$ cat src/hdl/ote_pkg.sv
`timescale 1ns / 1ps
`default_nettype none

package ote_pkg;

  localparam int COLUMN_BITS_DEF = 12;
  localparam int TAB_STOP_DEF    = 8;
  localparam int SKIP_BITS_DEF   = 16;

  localparam int MAX_RESULTS = 53;
  localparam int CNT_W       = $clog2(MAX_RESULTS + 1);

  localparam int PRE_LEN   = 8;
  localparam int PRE_IDX_W = $clog2(PRE_LEN);

  localparam logic [7:0] CH_NUL   = 8'h00;
  localparam logic [7:0] CH_BS    = 8'h08;
  localparam logic [7:0] CH_TAB   = 8'h09;
  localparam logic [7:0] CH_NL    = 8'h0A;
  localparam logic [7:0] CH_ESC   = 8'h1B;
  localparam logic [7:0] CH_SPACE = 8'h20;
  localparam logic [7:0] CH_BANG  = 8'h21;
  localparam logic [7:0] CH_QUOTE = 8'h22;
  localparam logic [7:0] CH_X     = 8'h58;
  localparam logic [7:0] CH_Y     = 8'h59;
  localparam logic [7:0] CH_UNDER = 8'h5F;

  // font selection words sent ahead of the first word after reset or after end of stream
  localparam logic [7:0] PREAMBLE [PRE_LEN] = '{
    8'h1B, 8'h2D, 8'h1B, 8'h49, 8'h7E, 8'h41, 8'h00, 8'h04
  };

  typedef enum logic [3:0] {
    ST_IDLE,
    ST_PRE,
    ST_DECIDE,
    ST_RAW_HELD,
    ST_UL_ESC,
    ST_UL_CODE,
    ST_BD_ESC,
    ST_BD_CODE,
    ST_HELD,
    ST_OVER_BS,
    ST_OVER_CH,
    ST_TAB,
    ST_FLUSH
  } ote_state_t;

  typedef struct packed {
    logic       start;
    logic       emit;
    logic       flush;
    logic [7:0] data;
  } ote_emit_req_t;

  function automatic logic is_letter(input logic [7:0] c);
    return ((c >= 8'h41) && (c <= 8'h5A)) || ((c >= 8'h61) && (c <= 8'h7A));
  endfunction

endpackage

`default_nettype wire

$ cat src/hdl/ote_emit.sv
`timescale 1ns / 1ps
`default_nettype none

module ote_emit (
  input  wire                   clk,
  input  wire                   rst_n,
  input  ote_pkg::ote_emit_req_t req,
  output logic                  ok,
  output logic                  out_valid,
  input  wire                   out_stall,
  output logic [7:0]            out_byte,
  output logic                  out_last_of_run
);

  import ote_pkg::*;

  logic             out_valid_r;
  logic [7:0]       out_byte_r;
  logic             out_last_r;
  logic             pend_valid_r;
  logic [7:0]       pend_byte_r;
  logic [CNT_W-1:0] cnt_r;

  logic out_free;
  logic capped;
  logic push_word;
  logic push_last;

  assign out_free = !out_valid_r || !out_stall;
  assign capped   = (cnt_r == CNT_W'(MAX_RESULTS));
  // words past the cap are dropped, so the sequencer never waits on them
  assign ok       = (req.emit && capped) || !pend_valid_r || out_free;

  // one word is held back until we know whether it closes the run
  assign push_word = req.emit && !capped && pend_valid_r && out_free;
  assign push_last = req.flush && pend_valid_r && out_free;

  always_ff @(posedge clk) begin
    if (!rst_n) begin
      out_valid_r  <= 1'b0;
      pend_valid_r <= 1'b0;
      cnt_r        <= '0;
    end else begin
      if (push_word || push_last) begin
        out_valid_r <= 1'b1;
      end else if (out_valid_r && !out_stall) begin
        out_valid_r <= 1'b0;
      end
      if (req.emit && !capped && ok) begin
        pend_valid_r <= 1'b1;
      end else if (push_last) begin
        pend_valid_r <= 1'b0;
      end
      if (req.start) begin
        cnt_r <= '0;
      end else if (req.emit && !capped) begin
        if (ok) begin
          cnt_r <= cnt_r + CNT_W'(1);
        end
      end
    end
  end

  always_ff @(posedge clk) begin
    if (push_word || push_last) begin
      out_byte_r <= pend_byte_r;
      out_last_r <= push_last;
    end
    if (req.emit && !capped && ok) begin
      pend_byte_r <= req.data;
    end
  end

  assign out_valid       = out_valid_r;
  assign out_byte        = out_byte_r;
  assign out_last_of_run = out_last_r;

  a_flush_marks_last : assert property (@(posedge clk) disable iff (!rst_n)
    push_last |=> out_valid_r && out_last_r)
    else $error("closing word not marked last");

  a_cnt_capped : assert property (@(posedge clk) disable iff (!rst_n)
    cnt_r <= CNT_W'(MAX_RESULTS))
    else $error("word count beyond cap");

endmodule

`default_nettype wire

$ cat src/hdl/ote_core.sv
`timescale 1ns / 1ps
`default_nettype none

module ote_core #(
  parameter int COLUMN_BITS = ote_pkg::COLUMN_BITS_DEF,
  parameter int TAB_STOP    = ote_pkg::TAB_STOP_DEF,
  parameter int SKIP_BITS   = ote_pkg::SKIP_BITS_DEF
) (
  input  wire                    clk,
  input  wire                    rst_n,
  input  wire                    in_valid,
  input  wire  [7:0]             in_byte,
  input  wire                    in_end_of_stream,
  output logic                   busy,
  output ote_pkg::ote_emit_req_t req,
  input  wire                    ok
);

  import ote_pkg::*;

  localparam int MOD_W    = $clog2(TAB_STOP);
  localparam int SPC_W    = $clog2(TAB_STOP + 1);
  localparam int WRAP_MOD = ((2 ** COLUMN_BITS) - 1) % TAB_STOP;

  ote_state_t state_r, state_nxt;

  logic [7:0]             byte_r, byte_nxt;
  logic                   eos_r, eos_nxt;
  logic [7:0]             held_r, held_nxt;
  logic [SKIP_BITS-1:0]   skip_r, skip_nxt;
  logic [COLUMN_BITS-1:0] col_r, col_nxt;
  logic [MOD_W-1:0]       mod_r, mod_nxt;
  logic                   ul_seen_r, ul_seen_nxt;
  logic                   ul_sent_r, ul_sent_nxt;
  logic                   bd_sent_r, bd_sent_nxt;
  logic                   ul_want_r, ul_want_nxt;
  logic                   bd_want_r, bd_want_nxt;
  logic                   esc_pend_r, esc_pend_nxt;
  logic [1:0]             phase_r, phase_nxt;
  logic                   pre_done_r, pre_done_nxt;
  logic [PRE_IDX_W-1:0]   pre_idx_r, pre_idx_nxt;
  logic [7:0]             next_r, next_nxt;
  logic                   over_r, over_nxt;
  logic [SPC_W-1:0]       spaces_r, spaces_nxt;
  logic                   rst_after_r, rst_after_nxt;

  logic                   in_acc;
  logic                   is_bs;
  logic                   dec_raw;
  logic                   dec_fin;
  logic                   ul_want_eff;
  logic                   held_print;
  logic [COLUMN_BITS-1:0] col_inc, col_dec;
  logic [MOD_W-1:0]       mod_inc, mod_dec;
  logic [SKIP_BITS:0]     skip_sum1, skip_sum2;
  logic [SKIP_BITS-1:0]   skip_add1, skip_add2;

  assign busy   = (state_r != ST_IDLE);
  assign in_acc = in_valid && (state_r == ST_IDLE);
  assign is_bs  = (byte_r == CH_BS);

  // branch taken on the held byte and the new byte
  assign dec_raw = !eos_r && (phase_r == 2'd1) && (held_r != CH_UNDER)
                   && (byte_r != held_r) && is_bs;
  assign dec_fin = eos_r
    || ((phase_r == 2'd1) && (held_r != CH_UNDER) && (byte_r != held_r) && !is_bs)
    || (phase_r[1] && !is_bs)
    || ((phase_r == 2'd0) && esc_pend_r && (byte_r != CH_X) && (byte_r != CH_Y))
    || ((phase_r == 2'd0) && !esc_pend_r && !is_bs);

  assign ul_want_eff = ul_want_r || (ul_seen_r && is_letter(held_r));
  assign held_print  = (held_r != CH_NUL) && (skip_r == '0);

  // column and its remainder by the tab stop, both wrapping with the column
  assign col_inc = col_r + COLUMN_BITS'(1);
  assign col_dec = col_r - COLUMN_BITS'(1);
  assign mod_inc = ((col_r == '1) || (mod_r == MOD_W'(TAB_STOP - 1))) ? '0
                   : mod_r + MOD_W'(1);
  assign mod_dec = (col_r == '0) ? MOD_W'(WRAP_MOD)
                   : (mod_r == '0) ? MOD_W'(TAB_STOP - 1)
                   : mod_r - MOD_W'(1);

  assign skip_sum1 = {1'b0, skip_r} + (SKIP_BITS+1)'(1);
  assign skip_sum2 = {1'b0, skip_r} + (SKIP_BITS+1)'(2);
  assign skip_add1 = skip_sum1[SKIP_BITS] ? '1 : skip_sum1[SKIP_BITS-1:0];
  assign skip_add2 = skip_sum2[SKIP_BITS] ? '1 : skip_sum2[SKIP_BITS-1:0];

  // next state
  always_comb begin
    state_nxt = state_r;
    unique case (state_r)
      ST_IDLE: begin
        if (in_acc) begin
          state_nxt = pre_done_r ? ST_DECIDE : ST_PRE;
        end
      end
      ST_PRE: begin
        if (ok && (pre_idx_r == PRE_IDX_W'(PRE_LEN - 1))) begin
          state_nxt = ST_DECIDE;
        end
      end
      ST_DECIDE: begin
        state_nxt = dec_raw ? ST_RAW_HELD : dec_fin ? ST_UL_ESC : ST_FLUSH;
      end
      ST_RAW_HELD: begin
        if ((held_r == CH_NUL) || ok) begin
          state_nxt = ST_FLUSH;
        end
      end
      ST_UL_ESC: begin
        if (ul_want_eff == ul_sent_r) begin
          state_nxt = ST_BD_ESC;
        end else if (ok) begin
          state_nxt = ST_UL_CODE;
        end
      end
      ST_UL_CODE: begin
        if (ok) begin
          state_nxt = ST_BD_ESC;
        end
      end
      ST_BD_ESC: begin
        if (bd_want_r == bd_sent_r) begin
          state_nxt = ST_HELD;
        end else if (ok) begin
          state_nxt = ST_BD_CODE;
        end
      end
      ST_BD_CODE: begin
        if (ok) begin
          state_nxt = ST_HELD;
        end
      end
      ST_HELD: begin
        if (!held_print || ok) begin
          state_nxt = over_r ? ST_OVER_BS : (spaces_r != '0) ? ST_TAB : ST_FLUSH;
        end
      end
      ST_OVER_BS: begin
        if (ok) begin
          state_nxt = ST_OVER_CH;
        end
      end
      ST_OVER_CH: begin
        if (ok) begin
          state_nxt = ST_FLUSH;
        end
      end
      ST_TAB: begin
        state_nxt = ST_UL_ESC;
      end
      ST_FLUSH: begin
        if (ok) begin
          state_nxt = ST_IDLE;
        end
      end
      default: begin
        state_nxt = ST_IDLE;
      end
    endcase
  end

  // datapath and emit requests
  always_comb begin
    byte_nxt      = byte_r;
    eos_nxt       = eos_r;
    held_nxt      = held_r;
    skip_nxt      = skip_r;
    col_nxt       = col_r;
    mod_nxt       = mod_r;
    ul_seen_nxt   = ul_seen_r;
    ul_sent_nxt   = ul_sent_r;
    bd_sent_nxt   = bd_sent_r;
    ul_want_nxt   = ul_want_r;
    bd_want_nxt   = bd_want_r;
    esc_pend_nxt  = esc_pend_r;
    phase_nxt     = phase_r;
    pre_done_nxt  = pre_done_r;
    pre_idx_nxt   = pre_idx_r;
    next_nxt      = next_r;
    over_nxt      = over_r;
    spaces_nxt    = spaces_r;
    rst_after_nxt = rst_after_r;
    req           = '0;

    unique case (state_r)
      ST_IDLE: begin
        if (in_acc) begin
          byte_nxt  = in_byte;
          eos_nxt   = in_end_of_stream;
          req.start = 1'b1;
        end
      end
      ST_PRE: begin
        req.emit = 1'b1;
        req.data = PREAMBLE[pre_idx_r];
        if (ok) begin
          pre_idx_nxt = pre_idx_r + PRE_IDX_W'(1);
          if (pre_idx_r == PRE_IDX_W'(PRE_LEN - 1)) begin
            pre_done_nxt = 1'b1;
          end
        end
      end
      ST_DECIDE: begin
        over_nxt   = 1'b0;
        spaces_nxt = '0;
        next_nxt   = byte_r;
        priority if (eos_r) begin
          esc_pend_nxt  = 1'b0;
          next_nxt      = CH_NUL;
          rst_after_nxt = 1'b1;
        end else if (phase_r == 2'd1) begin
          phase_nxt = 2'd0;
          priority if (held_r == CH_UNDER) begin
            ul_want_nxt = 1'b1;
            held_nxt    = byte_r;
          end else if (byte_r == held_r) begin
            bd_want_nxt = 1'b1;
          end else if (is_bs) begin
            phase_nxt = 2'd2;
          end else begin
            over_nxt = 1'b1;
          end
        end else if (phase_r[1]) begin
          if (is_bs) begin
            skip_nxt = skip_add1;
            col_nxt  = col_dec;
            mod_nxt  = mod_dec;
          end else begin
            phase_nxt = 2'd0;
            held_nxt  = CH_NUL;
            skip_nxt  = skip_add2;
          end
        end else if (esc_pend_r) begin
          priority if (byte_r == CH_X) begin
            ul_seen_nxt = 1'b1;
            held_nxt    = CH_NUL;
          end else if (byte_r == CH_Y) begin
            ul_seen_nxt = 1'b0;
            held_nxt    = CH_NUL;
          end else begin
            esc_pend_nxt = 1'b0;
          end
        end else if (is_bs) begin
          phase_nxt = 2'd1;
        end else begin
          priority if (byte_r == CH_NL) begin
            col_nxt = '0;
            mod_nxt = '0;
          end else if (byte_r == CH_TAB) begin
            spaces_nxt = SPC_W'(TAB_STOP) - SPC_W'(mod_r);
            next_nxt   = CH_NUL;
          end else if (byte_r == CH_ESC) begin
            esc_pend_nxt = 1'b1;
          end else begin
            col_nxt = col_inc;
            mod_nxt = mod_inc;
          end
        end
      end
      ST_RAW_HELD: begin
        // lone backspace followed by another one: print the held byte as is
        req.emit = (held_r != CH_NUL);
        req.data = held_r;
        if (!req.emit || ok) begin
          held_nxt = CH_NUL;
        end
      end
      ST_UL_ESC: begin
        ul_want_nxt = ul_want_eff;
        req.emit    = (ul_want_eff != ul_sent_r);
        req.data    = CH_ESC;
      end
      ST_UL_CODE: begin
        req.emit = 1'b1;
        req.data = ul_want_r ? CH_X : CH_Y;
        if (ok) begin
          ul_sent_nxt = ul_want_r;
        end
      end
      ST_BD_ESC: begin
        req.emit = (bd_want_r != bd_sent_r);
        req.data = CH_ESC;
      end
      ST_BD_CODE: begin
        req.emit = 1'b1;
        req.data = bd_want_r ? CH_BANG : CH_QUOTE;
        if (ok) begin
          bd_sent_nxt = bd_want_r;
        end
      end
      ST_HELD: begin
        req.emit = held_print;
        req.data = held_r;
        if (!held_print || ok) begin
          if ((held_r != CH_NUL) && (skip_r != '0)) begin
            skip_nxt = skip_r - SKIP_BITS'(1);
          end
          held_nxt    = next_r;
          ul_want_nxt = 1'b0;
          bd_want_nxt = 1'b0;
        end
      end
      ST_OVER_BS: begin
        req.emit = 1'b1;
        req.data = CH_BS;
      end
      ST_OVER_CH: begin
        req.emit = 1'b1;
        req.data = next_r;
        if (ok) begin
          held_nxt = CH_NUL;
          over_nxt = 1'b0;
        end
      end
      ST_TAB: begin
        col_nxt    = col_inc;
        mod_nxt    = mod_inc;
        spaces_nxt = spaces_r - SPC_W'(1);
        next_nxt   = CH_SPACE;
      end
      ST_FLUSH: begin
        req.flush = 1'b1;
        if (ok && rst_after_r) begin
          held_nxt      = CH_NUL;
          skip_nxt      = '0;
          col_nxt       = '0;
          mod_nxt       = '0;
          ul_seen_nxt   = 1'b0;
          ul_sent_nxt   = 1'b0;
          bd_sent_nxt   = 1'b0;
          ul_want_nxt   = 1'b0;
          bd_want_nxt   = 1'b0;
          esc_pend_nxt  = 1'b0;
          phase_nxt     = 2'd0;
          pre_done_nxt  = 1'b0;
          rst_after_nxt = 1'b0;
        end
      end
      default: begin
        req = '0;
      end
    endcase
  end

  always_ff @(posedge clk) begin
    if (!rst_n) begin
      state_r     <= ST_IDLE;
      held_r      <= CH_NUL;
      skip_r      <= '0;
      col_r       <= '0;
      mod_r       <= '0;
      ul_seen_r   <= 1'b0;
      ul_sent_r   <= 1'b0;
      bd_sent_r   <= 1'b0;
      ul_want_r   <= 1'b0;
      bd_want_r   <= 1'b0;
      esc_pend_r  <= 1'b0;
      phase_r     <= 2'd0;
      pre_done_r  <= 1'b0;
      pre_idx_r   <= '0;
      over_r      <= 1'b0;
      spaces_r    <= '0;
      rst_after_r <= 1'b0;
    end else begin
      state_r     <= state_nxt;
      held_r      <= held_nxt;
      skip_r      <= skip_nxt;
      col_r       <= col_nxt;
      mod_r       <= mod_nxt;
      ul_seen_r   <= ul_seen_nxt;
      ul_sent_r   <= ul_sent_nxt;
      bd_sent_r   <= bd_sent_nxt;
      ul_want_r   <= ul_want_nxt;
      bd_want_r   <= bd_want_nxt;
      esc_pend_r  <= esc_pend_nxt;
      phase_r     <= phase_nxt;
      pre_done_r  <= pre_done_nxt;
      pre_idx_r   <= pre_idx_nxt;
      over_r      <= over_nxt;
      spaces_r    <= spaces_nxt;
      rst_after_r <= rst_after_nxt;
    end
  end

  always_ff @(posedge clk) begin
    byte_r <= byte_nxt;
    eos_r  <= eos_nxt;
    next_r <= next_nxt;
  end

  a_phase_code : assert property (@(posedge clk) disable iff (!rst_n)
    phase_r != 2'd3)
    else $error("backspace phase out of range");

  a_preamble_first : assert property (@(posedge clk) disable iff (!rst_n)
    !pre_done_r |-> (state_r == ST_IDLE) || (state_r == ST_PRE))
    else $error("item processed before preamble");

  a_tab_drained : assert property (@(posedge clk) disable iff (!rst_n)
    (state_r == ST_IDLE) |-> (spaces_r == '0) && !over_r)
    else $error("item left with tab or overstrike work");

endmodule

`default_nettype wire

$ cat src/hdl/overstrike_to_escape_filter.sv
// Overstrike to escape filter: typesetter byte stream in, printer bytes out.
// Input channel: in_valid / in_stall with in_byte and in_end_of_stream; one
// word per accepted byte. Result channel: out_valid / out_stall with out_byte
// and out_last_of_run, which marks the final word caused by an input word.
// An input word may cause no result at all (held back for lookahead).
// Flow: a sequencer walks one input word through decode and the shared
// finish steps (underline escape, bold escape, held character, overstrike),
// emitting at most one output word per cycle while the receiver does not
// stall. A new input word is taken only once the last one is done; each
// escape pair, overstrike and tab space adds steps, as does the font preamble
// for the first word after reset or after end of stream.
// in_stall is high while a word is in progress.
// Output: one word is held back to mark the last, and it moves out when the
// next word of its run is produced or when the run closes.
// Receiver stall: the output register and the hold stage fill, then the
// sequencer waits in place; nothing is lost. More than 53 words for one input
// word are dropped. Reset (synchronous, rst_n low) clears all control state; the
// preamble is then sent again before the next output.
`timescale 1ns / 1ps
`default_nettype none

module overstrike_to_escape_filter #(
  parameter int COLUMN_BITS = ote_pkg::COLUMN_BITS_DEF,
  parameter int TAB_STOP    = ote_pkg::TAB_STOP_DEF,
  parameter int SKIP_BITS   = ote_pkg::SKIP_BITS_DEF
) (
  input  wire        clk,
  input  wire        rst_n,
  input  wire        in_valid,
  output logic       in_stall,
  input  wire  [7:0] in_byte,
  input  wire        in_end_of_stream,
  output logic       out_valid,
  input  wire        out_stall,
  output logic [7:0] out_byte,
  output logic       out_last_of_run
);

  import ote_pkg::*;

  ote_emit_req_t req;
  logic          ok;
  logic          busy;

  ote_core #(
    .COLUMN_BITS (COLUMN_BITS),
    .TAB_STOP    (TAB_STOP),
    .SKIP_BITS   (SKIP_BITS)
  ) u_core (
    .clk              (clk),
    .rst_n            (rst_n),
    .in_valid         (in_valid),
    .in_byte          (in_byte),
    .in_end_of_stream (in_end_of_stream),
    .busy             (busy),
    .req              (req),
    .ok               (ok)
  );

  ote_emit u_emit (
    .clk             (clk),
    .rst_n           (rst_n),
    .req             (req),
    .ok              (ok),
    .out_valid       (out_valid),
    .out_stall       (out_stall),
    .out_byte        (out_byte),
    .out_last_of_run (out_last_of_run)
  );

  assign in_stall = busy;

  a_busy_after_accept : assert property (@(posedge clk) disable iff (!rst_n)
    in_valid && !in_stall |=> in_stall)
    else $error("block not busy after taking a word");

endmodule

`default_nettype wire

$ cat config.mk
export PLATFORM = sky130hd
export DESIGN_NAME = overstrike_to_escape_filter
export DESIGN_NICKNAME = d
export VERILOG_FILES = /design/src/hdl/ote_pkg.sv /design/src/hdl/ote_emit.sv /design/src/hdl/ote_core.sv /design/src/hdl/overstrike_to_escape_filter.sv
export SDC_FILE = /design/constraint.sdc
export NUM_CORES = 1
export LEC_CHECK = 0
export ABC_AREA = 1
export BUFFER_PORTS_ARGS = -buffer_cell sky130_fd_sc_hd__buf_2
export CELL_PAD_IN_SITES_DETAIL_PLACEMENT = 1
export CELL_PAD_IN_SITES_GLOBAL_PLACEMENT = 1
export CORE_UTILIZATION = 49
export DETAILED_ROUTE_END_ITERATION = 16
export PLACE_DENSITY_LB_ADDON = 0.15
export SYNTH_ARGS = -nofsm -noshare
export SYNTH_HDL_FRONTEND = slang
export SYNTH_SLANG_ARGS = --single-unit
$ cat constraint.sdc
create_clock -name clk -period 6.7 [get_ports clk]
set_clock_uncertainty 0.1 [all_clocks]
set_input_delay 0 -clock clk [delete_from_list [all_inputs] [get_ports clk]]
set_output_delay 0 -clock clk [all_outputs]
set_load 0.05 [all_outputs]
# --- Yosys cells after proc, flatten, opt, wreduce, memory -nomap -nowiden ---
# Memory sizes are Yosys's and may differ from the RTL's.
# Index checks and enable logic that the tools add are counted.
op_classes:
  n_addsub: 11
  order_cmp: 5
  eq_ne: 73
  mux: 152
  bitwise_logic: 2
  reduce_logical: 96
ops:
  columns: ["op", "n"]
  rows:
  - ["8-bit 2-to-1 mux", 21]
  - ["16-bit 2-to-1 mux", 9]
  - ["12-bit 2-to-1 mux", 10]
  - ["4-bit 2-to-1 mux", 23]
  - ["8-bit one-hot mux with 7 select lines", 1]
  - ["4-bit one-hot mux with 13 select lines", 1]
  - ["16-bit one-hot mux with 3 select lines", 1]
  - ["1-bit 2-to-1 mux", 45]
  - ["3-bit 2-to-1 mux", 14]
  - ["2-bit by 1-bit inequality test with 1-bit output, second input constant", 20]
  - ["8-bit one-hot mux with 5 select lines", 1]
  - ["12-bit one-hot mux with 3 select lines", 1]
  - ["1-bit logical AND", 29]
  - ["8-bit by 4-bit equality test with 1-bit output, second input constant", 3]
  - ["8-bit by 7-bit equality test with 1-bit output, second input constant", 3]
  - ["8-bit by 7-bit inequality test with 1-bit output, second input constant", 3]
  - ["2-bit 2-to-1 mux", 11]
  - ["7-bit AND reduction", 3]
  - ["4-bit equality test, second input constant", 5]
  - ["16-bit by 1-bit adder with 17-bit output, second input constant", 1]
  - ["16-bit by 2-bit adder with 17-bit output, second input constant", 1]
  - ["4-bit by 3-bit equality test with 1-bit output, second input constant", 4]
  - ["8-bit by 7-bit greater-or-equal comparator with 1-bit output, second input constant", 2]
  - ["8-bit by 7-bit <= comparator with 1-bit output, second input constant", 2]
  - ["62 further kinds", 125]
word_totals:
  register_bits: 103
  rom_bits: 64
  in_bits: 13
  output_inout_bits: 11
  wordCells: 367
  memories: 1
mem_list:
  columns: ["name", "words", "width", "read_ports", "rd_ports_with_merged_regs", "wr", "line_no", "text"]
  rows:
  - ["(no name shown)", 8, 8, 1, 0, 0, "ote_core.sv:196", "req.data = PREAMBLE[pre_idx_r];"]

# --- Logic depth before layout (Yosys ltp) ---
# Gate-level depths: netlist (run 1).
depth:
  word_depth: 13
  depth_mapped: 18
  depth_no_buf: 17

# --- Hierarchy ---
# Synthesis (run 1) repeated with hierarchy kept, for this count alone.
hier_totals:
  cells_unflattened: 1171
  area_unflattened_um2: 7437.1
by_module_without_submodules:
  columns: ["module", "instances", "cells_each", "area_each_um2", "seq_area_each_um2"]
  rows:
  - ["ote_core", 1, 1079, 6419.9, 1731.7]
  - ["ote_emit", 1, 92, 1017.2, 670.6]

# --- Worst setup path before layout (run 1) ---
# OpenSTA, ideal clock, no wires.
synth_timing:
  path_kind: "register -> register"
  from: "reg u_core.skip_r[0]"
  to: "reg u_emit.cnt_r[3]"
  setup_time_ns: 0.115
  arrival_ns: 2.060
  t_required_ns: 6.485
  path_slack_ns: 4.426
  path_stages_with_launch: 15
  path_buffers: 0
  period_less_slack_ns: 2.274
  cell_sequence: "dfxtp_1 > inv_1 > ha_1 > nand2_1 > nor2_1 > nand3_1 > nor2_1 > nor2_1 > nand4_2 > nand2_1 > nor2_2 > inv_1 > nor2_1 > a21oi_1 > o21a_1"
synth_between:
  elab_chain_cells: 7
  elab_cells_between_ends: 8
  cone_classes: "mux (1); reduce/logical (7)"
synth_rtl:
  columns: ["element", "line_no", "text"]
  rows:
  - ["start, declared", "ote_core.sv:30", "logic [SKIP_BITS-1:0] skip_r, skip_nxt;"]
  - ["start signal, assigned", "ote_core.sv:368", "skip_r <= skip_nxt;"]
  - ["16-bit logical NOT (*)", "ote_core.sv:72", "assign held_print = (held_r != CH_NUL) && (skip_r == '0);"]
  - ["1-bit logical AND (*)", "ote_core.sv:72", null]
  - ["1-bit one-hot mux with 5 select lines (*)", "ote_core.sv:186", "unique case (state_r)"]
  - ["1-bit logical AND", "ote_emit.sv:32", "assign ok = (req.emit && capped) || !pend_valid_r || out_free;"]
  - ["1-bit logical OR (2 in a row)", "ote_emit.sv:32", null]
  - ["2-bit AND reduction (no line) (*)", null, null]
  - ["end signal, assigned", "ote_emit.sv:58", "cnt_r <= cnt_r + CNT_W'(1);"]
  - ["end, declared", "ote_emit.sv:22", "logic [CNT_W-1:0] cnt_r;"]
# Every way passes the cells marked *; elsewhere a longest branch is shown, timed or not.
# A chain may end at the register's enable or synchronous reset.

# --- Worst setup path after layout (run 1) ---
layout_timing:
  from: "reg u_core.state_r[3]"
  to: "reg u_core.mod_r[2]"
layout_between:
  elab_chain_cells: 9
  elab_cells_between_ends: 29
  cone_classes: "eq/ne (20); mux (2); reduce/logical (7)"
layout_rtl:
  columns: ["element", "line_no", "text"]
  rows:
  - ["start, declared", "ote_core.sv:25", "ote_state_t state_r, state_nxt;"]
  - ["start signal, assigned", "ote_core.sv:366", "state_r <= state_nxt;"]
  - ["4-bit by 1-bit equality test with 1-bit output (tied with other cells)", "ote_core.sv:186", null]
  - ["5-bit OR reduction (no line)", null, null]
  - ["1-bit one-hot mux with 5 select lines", "ote_core.sv:186", null]
  - ["1-bit logical AND", "ote_emit.sv:32", null]
  - ["1-bit logical OR (2 in a row)", "ote_emit.sv:32", null]
  - ["1-bit logical AND", "ote_core.sv:324", "if (ok && rst_after_r) begin"]
  - ["2-bit by 1-bit inequality test with 1-bit output (no line)", null, null]
  - ["9-bit AND reduction (no line)", null, null]
  - ["end signal, assigned", "ote_core.sv:370", "mod_r <= mod_nxt;"]
  - ["end, declared", "ote_core.sv:32", "logic [MOD_W-1:0] mod_r, mod_nxt;"]
# Parallel ways exist; a longest one is shown, timed or not.

==> out/metrics.yaml, run 1 <==
setup_path:
  data_arrival_critical_path_ns: 3.53
  cp_data_required_time_ns: 6.82
  worst_path_max_delay_cell: "nand2_1"
  critPathLaunchType: "flop"
  crit_path_max_fanout: 29
  critical-path-top-cell-by-count: "nand2_4"
  cp_cell_sequence: "nand2_2 > nor2_4 > inv_2 > nor2_1 > nor2_1 > nand4_2 > nand2_2 > nand2_4 > nand2_4 > nand2_4 > nand2_1 > o21ai_0 > a21oi_1"
  endpoint_kind: "flop"
  setup.worst_path.class: "flop to flop"
  critical_path.max_stage_delay_ns: 0.56
synth:
  post_synth_xor_area_fraction_pct: 3.21
  synth_top_family_by_area: "simple AND/OR/NAND/NOR gates"
  netlist.area_leader.share_pct: 19.5
  syn-instance-count: 1047
  avgSynthCellArea_um2: 6.77
  synthMuxAreaShare_pct: 0
  synth_sequential_area_ratio_pct: 33.9
  syn-num-nets: 1080
  synthDistinctLibCells: 54
  synth.top_cells.by_area: "dfxtp_1 19%, edfxtp_1 14%, nand2_1 11%, nor2_1 7.9%, inv_1 7.4%"
  ys.flop_type: "dfxtp_1"
  synthDominantAreaCellType: "dfxtp_1"
  synth_simple_gate_area_share_pct: 31.1
  synth.yosys.warnings: 0
  synth_compound_area_share_pct: 17.8
  combined_area_of_all_synthesized_cells_um2: 7090
  number_of_enable_type_register_cells_in_the_synthesized_netlist: 34
  yosys_register_bits: 103
  synth-async-reset-ratio_pct: 0
  synth-adder-area-share_pct: 3.53
floorplanning:
  die_area_um2: 15000
  ios: 24
  fp-row-count: 43
  start_util_pct: 50.7
  floorplan.core_area_um2: 14000
  die_w_um: 122
  die_height_um: 122
job:
  max-cap-violations: 0
global_route:
  first_global_vias: 7054
  initial_antenna_violation_count: 0
  grt_max_degree: 49
  grt_overflow: 0
  track_usage_pct: 32.0
  global_route_wire_length_before_repair_um: 37100
routing:
  remaining_drc_errors: 0
  dr_vias: 7305
  route.detailed.wl_per_inst_um: 18.5
  drt_pass1_iterations: 5
  wl_um: 23100
  drt_iter0_drcs: 571
  route.detailed.vias_per_inst: 5.84
  route.antenna.remaining_nets: 0
clock_network:
  clk_pin_slew_worst_paths_ns: 0.08
  cts_tree: "built"
  clock_insertion_delay_worst_skew_ns: 0.37
  clock_sink_count: 103
  htreeDepth: 3
  clock_tree.buffer_depth: 2
  cts-root-buf: "clkbuf_16"
  post_cts_resized: 0
  cts_made_buffers: 9
layout:
  number_of_nets_in_the_final_layout: 1098
  insertedDiodeCount: 0
  stdcell_count: 1250
  fillerInstances: 1893
  fin_util_pct: 55.0
  final_layout_size_suffix_gt1_share_pct: 8.13
  area_growth_synth_to_finish_pct: 8.52
power_and_ir_drop:
  leakage_uw: 0.00340
  power_density_nw_per_um2: 406
  power.ir.vdd_worst_mv: 0.221
  report.power.total_uw: 3120
timing:
  finalSetupViolCount: 0
  finalHoldViolCount: 0
  post-route-min-period_ns: 3.41
  final-max-slew-violation-count: 0
  worst_slew_pin_slew_ns: 0.989
  timing.max_slew.rel_slack_pct: 34.1
  setup_repair_after_global_routing_missed_its_margin: "false"
  postLayoutSetupSlackWorst_ns: 3.29
  final.period_utilization_pct: 50.9
  timing.setup.tns_ns: 0
  achievable-frequency_mhz: 293
worst_hold_path:
  hold_path_class: "primary input to flop"
outcome:
  status: "finished, final reports clean"
placement:
  placed_cells: 1225
  dpl_worst_slack_ns: 3.40
  port_bufs: 23
  dp_hpwl_um: 16900
  routability_congestion: 0.876
cell type report:
cell class	count	area, um^2	area share [%]
clock buffers	9	225	2.93
clock inverters	7	95.1	1.24
inverters	152	571	7.42
multi-input cells	764	3950	51.3
flip-flops and latches	103	2400	31.2
well taps	180	225	2.93
repair buffers	35	228	2.96
final timing paths:
path	from	end	slack [ns]	cells past startpoint
worst max-delay path	u_core.state_r[3]	u_core.mod_r[2]	3.29	13
worst min-delay path	out_stall	u_emit.out_valid	0.004	5
worst min register to register	u_emit.pend_byte_r[4]	u_emit.out_byte[4]	0.33	0
worst max register to register	u_core.state_r[3]	u_core.mod_r[2]	3.29	13
power by group:
group	switching, uW	internal [uW]	total (uW)	leakage [uW]
Clock	281	303	584	0.000158
Combinational	1070	461	1530	0.00236
Sequential	174	834	1010	0.000880
per-layer routing:
layer,up-vias,share of wire [%],global-route usage (%)
li1,3513,-,-
met1,3534,45,41.7
met2,220,47,52.9
met3,38,5.5,5.34
met4,0,2.3,11.7
met5,-,0,0
synthesized netlist by cell type (20+ instances only):
library cell and number:
a21oi_1 70, dfxtp_1 69, edfxtp_1 34, ha_1 20, inv_1 139, nand2_1 208, nand3_1 61, nand4_1 20
nor2_1 150, nor3_1 21, o21ai_0 80, xor2_1 22
what timing repair did:
action                                  CTS  global route
endpoints found under the setup margin    0             0
buffers inserted                          0             0
endpoints found under the hold margin     9             0
hold buffers                              9             0
through the flow:
stage	hold WS [ns]	instance area (um^2)
detailed placement	0.0787	7280
CTS	0.00438	7690
global route	0.0466	7690
floorplan	-0.00113	7090
finish	0.00360	7690
global placement	0.0768	7280
worst max-delay path: cells and delay by family (launching register included):
kind	cells	cell delay (ns)
AO/OA/AOI/OAI	2	0.49
AND/OR/NAND/NOR	10	1.90
buffers and inverters	1	0.31
flip-flops	1	0.44
registers in the layout, summed over array words and instances, names as in the netlist, 2 cells and up:
signal and flops:
u_emit.pend_byte_r 8, u_core.skip_r 16, u_emit.out_byte 8, u_core.mod_r 3
u_core.pre_idx_r 3, u_core.phase_r 2, u_emit.cnt_r 6, u_core.spaces_r 4
u_core.next_r 8, u_core.col_r 12, u_core.state_r 4, u_core.byte_r 8
u_core.held_r 8
cells by family (layout without fill, tap and decap cells):
| family | after synthesis | in the layout |
|---|---|---|
| AND/OR/NAND/NOR | 501 | 501 |
| AO/OA/AOI/OAI | 217 | 217 |
| buffers and inverters | 180 | 203 |
| flip-flops | 103 | 103 |
| XOR/XNOR | 26 | 26 |
| adder cells (fa/ha/maj) | 20 | 20 |
placed cells by master, fill, tap and decap left out, types with 10 or more instances in the layout:
master | Yosys | routed
a21oi_1 | 70 | 70
buf_2 | 12 | 23
dfxtp_1 | 69 | 69
edfxtp_1 | 34 | 34
ha_1 | 20 | 20
inv_1 | 139 | 139
inv_2 | 11 | 11
nand2_1 | 208 | 208
nand3_1 | 61 | 61
nand4_1 | 20 | 20
nor2_1 | 150 | 150
nor2_2 | 12 | 12
nor3_1 | 21 | 21
o21ai_0 | 80 | 80
o221ai_1 | 10 | 10
o22ai_1 | 11 | 11
xor2_1 | 22 | 22
Power figures use the tool's default switching activity.
==> run 2, diff against run 1 <==
- CORE_UTILIZATION: 49 -> 46
- clock period: 6.7 -> 3.55 ns (I/O delays scaled with it)
==> run 2 against run 1 <==
  * Total power increased by 85%
  * Worst setup slack got worse by 2.8 ns
  * Worst hold slack improved by 0.13 ns
  * Count of clock-buffer cells in the layout unchanged
  * Sequential share of layout area decreased by 0.21 points
  * Sequential power increased by 86%
  * Combinational power increased by 88%
  * Non-clock buffer count increased by 9
  * Critical path depth increased by 3
  * Fmax increased by 12%
==> out/metrics.yaml, run 2 (same netlist as run 1, synthesis figures left out) <==
floorplanning:
  floorplan.core_area_um2: 15100  # was 14,000 um^2
  fp-row-count: 45  # was 43
  start_util_pct: 46.8  # was 50.7%
  die_w_um: 126  # was 122 um
  die_area_um2: 15900  # was 15,000 um^2
  die_height_um: 126  # was 122 um
  ios: 24  # unchanged
layout:
  max_flop_register: "u_core.skip_r"  # unchanged
  area_growth_synth_to_finish_pct: 9.27  # was 8.52%
  most_common_cell_after_layout_fill_and_taps_aside: "nand2_1"  # unchanged
  number_of_nets_in_the_final_layout: 1107  # was 1,098
  biggestRegsByFlops: "u_core.skip_r: 16 flops, u_core.col_r: 12 flops"  # unchanged
  layout_common_cells: "208 x nand2_1, 150 x nor2_1, 139 x inv_1, 80 x o21ai_0, 70 x a21oi_1"  # unchanged
  largest_register_ff_count: 16  # unchanged
  insertedDiodeCount: 0  # unchanged
  final_layout_size_suffix_gt1_share_pct: 8.71  # was 8.13%
routing:
  route.antenna.remaining_nets: 0  # unchanged
  drt_pass1_iterations: 5  # unchanged
  remaining_drc_errors: 0  # unchanged
  route.detailed.vias_per_inst: 5.67  # was 5.84
  wl_um: 22200  # was 23,100 um
  route.detailed.wl_per_inst_um: 17.5  # was 18.5 um
  dr_vias: 7178  # was 7,305
  drt_iter0_drcs: 420  # was 571
setup_path:
  cp_data_required_time_ns: 3.75  # was 6.82 ns
  setup.worst_path.class: "flop to flop"  # unchanged
  reg2reg_slack_ns: 0.51  # was 3.29 ns
  critPathCapture: "u_core.mod_r[1]"  # was u_core.mod_r[2]
  critPathLaunchType: "flop"  # unchanged
  worstReg2RegStart: "u_core.skip_r[0]"  # was u_core.state_r[3]
  critical_path.startpoint: "u_core.skip_r[0]"  # was u_core.state_r[3]
  data_arrival_critical_path_ns: 3.24  # was 3.53 ns
  endpoint_kind: "flop"  # unchanged
  worstReg2RegEnd: "u_core.mod_r[1]"  # was u_core.mod_r[2]
  crit_path_max_fanout: 20  # was 29
  reg2regPathDepth: 16  # was 13
clock_network:
  cts-root-buf: "clkbuf_16"  # unchanged
  post_cts_resized: 0  # unchanged
  clock_tree.buffer_depth: 2  # unchanged
  cts_tree: "built"  # unchanged
  cts_made_buffers: 9  # unchanged
  clk_pin_slew_worst_paths_ns: 0.08  # about the same
  htreeDepth: 3  # unchanged
  clock_sink_count: 103  # unchanged
  clock_insertion_delay_worst_skew_ns: 0.37  # about the same
placement:
  dp_hpwl_um: 16500  # was 16,900 um
  routability_congestion: 0.910  # was 0.876
  port_bufs: 23  # unchanged
global_route:
  track_usage_pct: 29.2  # was 32.0%
  grt_overflow: 0  # unchanged
  first_global_vias: 7158  # was 7,054
  grt_max_degree: 47  # was 49
  initial_antenna_violation_count: 0  # unchanged
  global_route_wire_length_before_repair_um: 36600  # was 37,100 um
timing:
  achievable-frequency_mhz: 329  # was 293 MHz
  timing.max_slew.rel_slack_pct: 40.3  # was 34.1%
  final-max-slew-violation-count: 0  # unchanged
  final.period_utilization_pct: 85.7  # was 50.9%
  finalHoldViolCount: 0  # unchanged
  setup_repair_after_global_routing_missed_its_margin: "false"  # unchanged
  timing.setup.tns_ns: 0  # unchanged
  post-route-min-period_ns: 3.04  # was 3.41 ns
  worst_slew_pin_slew_ns: 0.893  # was 0.989 ns
  finalSetupViolCount: 0  # unchanged
worst_hold_path:
  hold_path_class: "primary input to flop"  # unchanged
  hold_path.startpoint: "in_valid"  # was out_stall
power_and_ir_drop:
  power_density_nw_per_um2: 745  # was 406 nW/um^2
  report.power.total_uw: 5770  # was 3120 uW
  leakage_uw: 0.00343  # was 0.00340 uW
  power.ir.vdd_worst_mv: 0.293  # was 0.221 mV
outcome:
  status: "finished, final reports clean"  # unchanged
job:
  max-cap-violations: 0  # unchanged
-- run 2: changes by cell type in the layout (fill, tap and decap cells not counted), sizes merged --
cell | previous run | this run
inv | 155 | 154
bufinv | 1 | 0
dlygate4sd3 | 9 | 11
clkinv | 3 | 5
buf | 26 | 33
-- run 2: report_power, final --
part           internal [uW]  switching, uW
combinational            901           1980
clock                    493            514
sequential              1570            310
total                   2970           2800
-- run 2: layer usage --
layer / routed length (um) / part of all wire, % / global-route usage, % / vias to the layer above
li1: - / - / - / 3536
met1: 10400 / 47 / 38.2 / 3464
met2: 10500 / 48 / 49.5 / 157
met3: 1030 / 4.6 / 5.56 / 21
met4: 236 / 1.1 / 6.73 / 0
met5: 0 / 0 / 0 / -
-- run 2: how the worst min path moves through the flow --
| stage | endpoint | slack [ns] | depth (start not counted) |
|---|---|---|---|
| floorplan | u_core.byte_r[0] | -0.001 | 0 |
| CTS | u_core.byte_r[4] | 0.12 | 3 |
| detailed placement | u_core.byte_r[2] | 0.08 | 1 |
| global placement | u_core.byte_r[0] | 0.08 | 1 |
| global route | u_core.byte_r[7] | 0.16 | 3 |
| finish | u_emit.cnt_r[0] | 0.14 | 4 |
-- run 2: cell type report --
cell class	count	area (um^2)
sequential	103	2400
multi-input combinational	764	3950
inverter	152	571
timing repair buffer	44	300
fill	2012	7400
tap	188	235
clock buffer	9	225
clock inverter	7	65.1
-- run 2: per-stage QoR --
stage	hold slack, ns	worst slack, ns	util, %	cells	instance area (um^2)
global route	0.162	0.161	51.1	1267	7750
global placement	0.0764	0.670	48.5	1240	7350
finish	0.138	0.507	51.1	1267	7750
floorplan	-0.00113	1.28	-	1047	7090
detailed placement	0.0787	0.531	48.5	1240	7350
CTS	0.122	0.497	51.1	1267	7750
-- run 2: worst max-delay path, stage by stage (launching register included) --
cell	delay [ns]
dfxtp_1	0.46
inv_1	0.18
ha_1	0.27
nand2_1	0.10
nor2_1	0.05
nand3_1	0.08
nor2_1	0.05
nor2_1	0.11
nand4_2	0.13
nand2_2	0.12
nand2_4	0.09
nand2_4	0.11
nand2_4	0.16
nand2_1	0.45
buf_4	0.28
o21ai_0	0.10
a21oi_1	0.14
-- run 2: timing repair --
| action | in CTS | in global routing |
|---|---|---|
| buffers inserted | 0 | 0 |
| endpoints found under the hold margin | 11 | 0 |
| hold buffers | 11 | 0 |
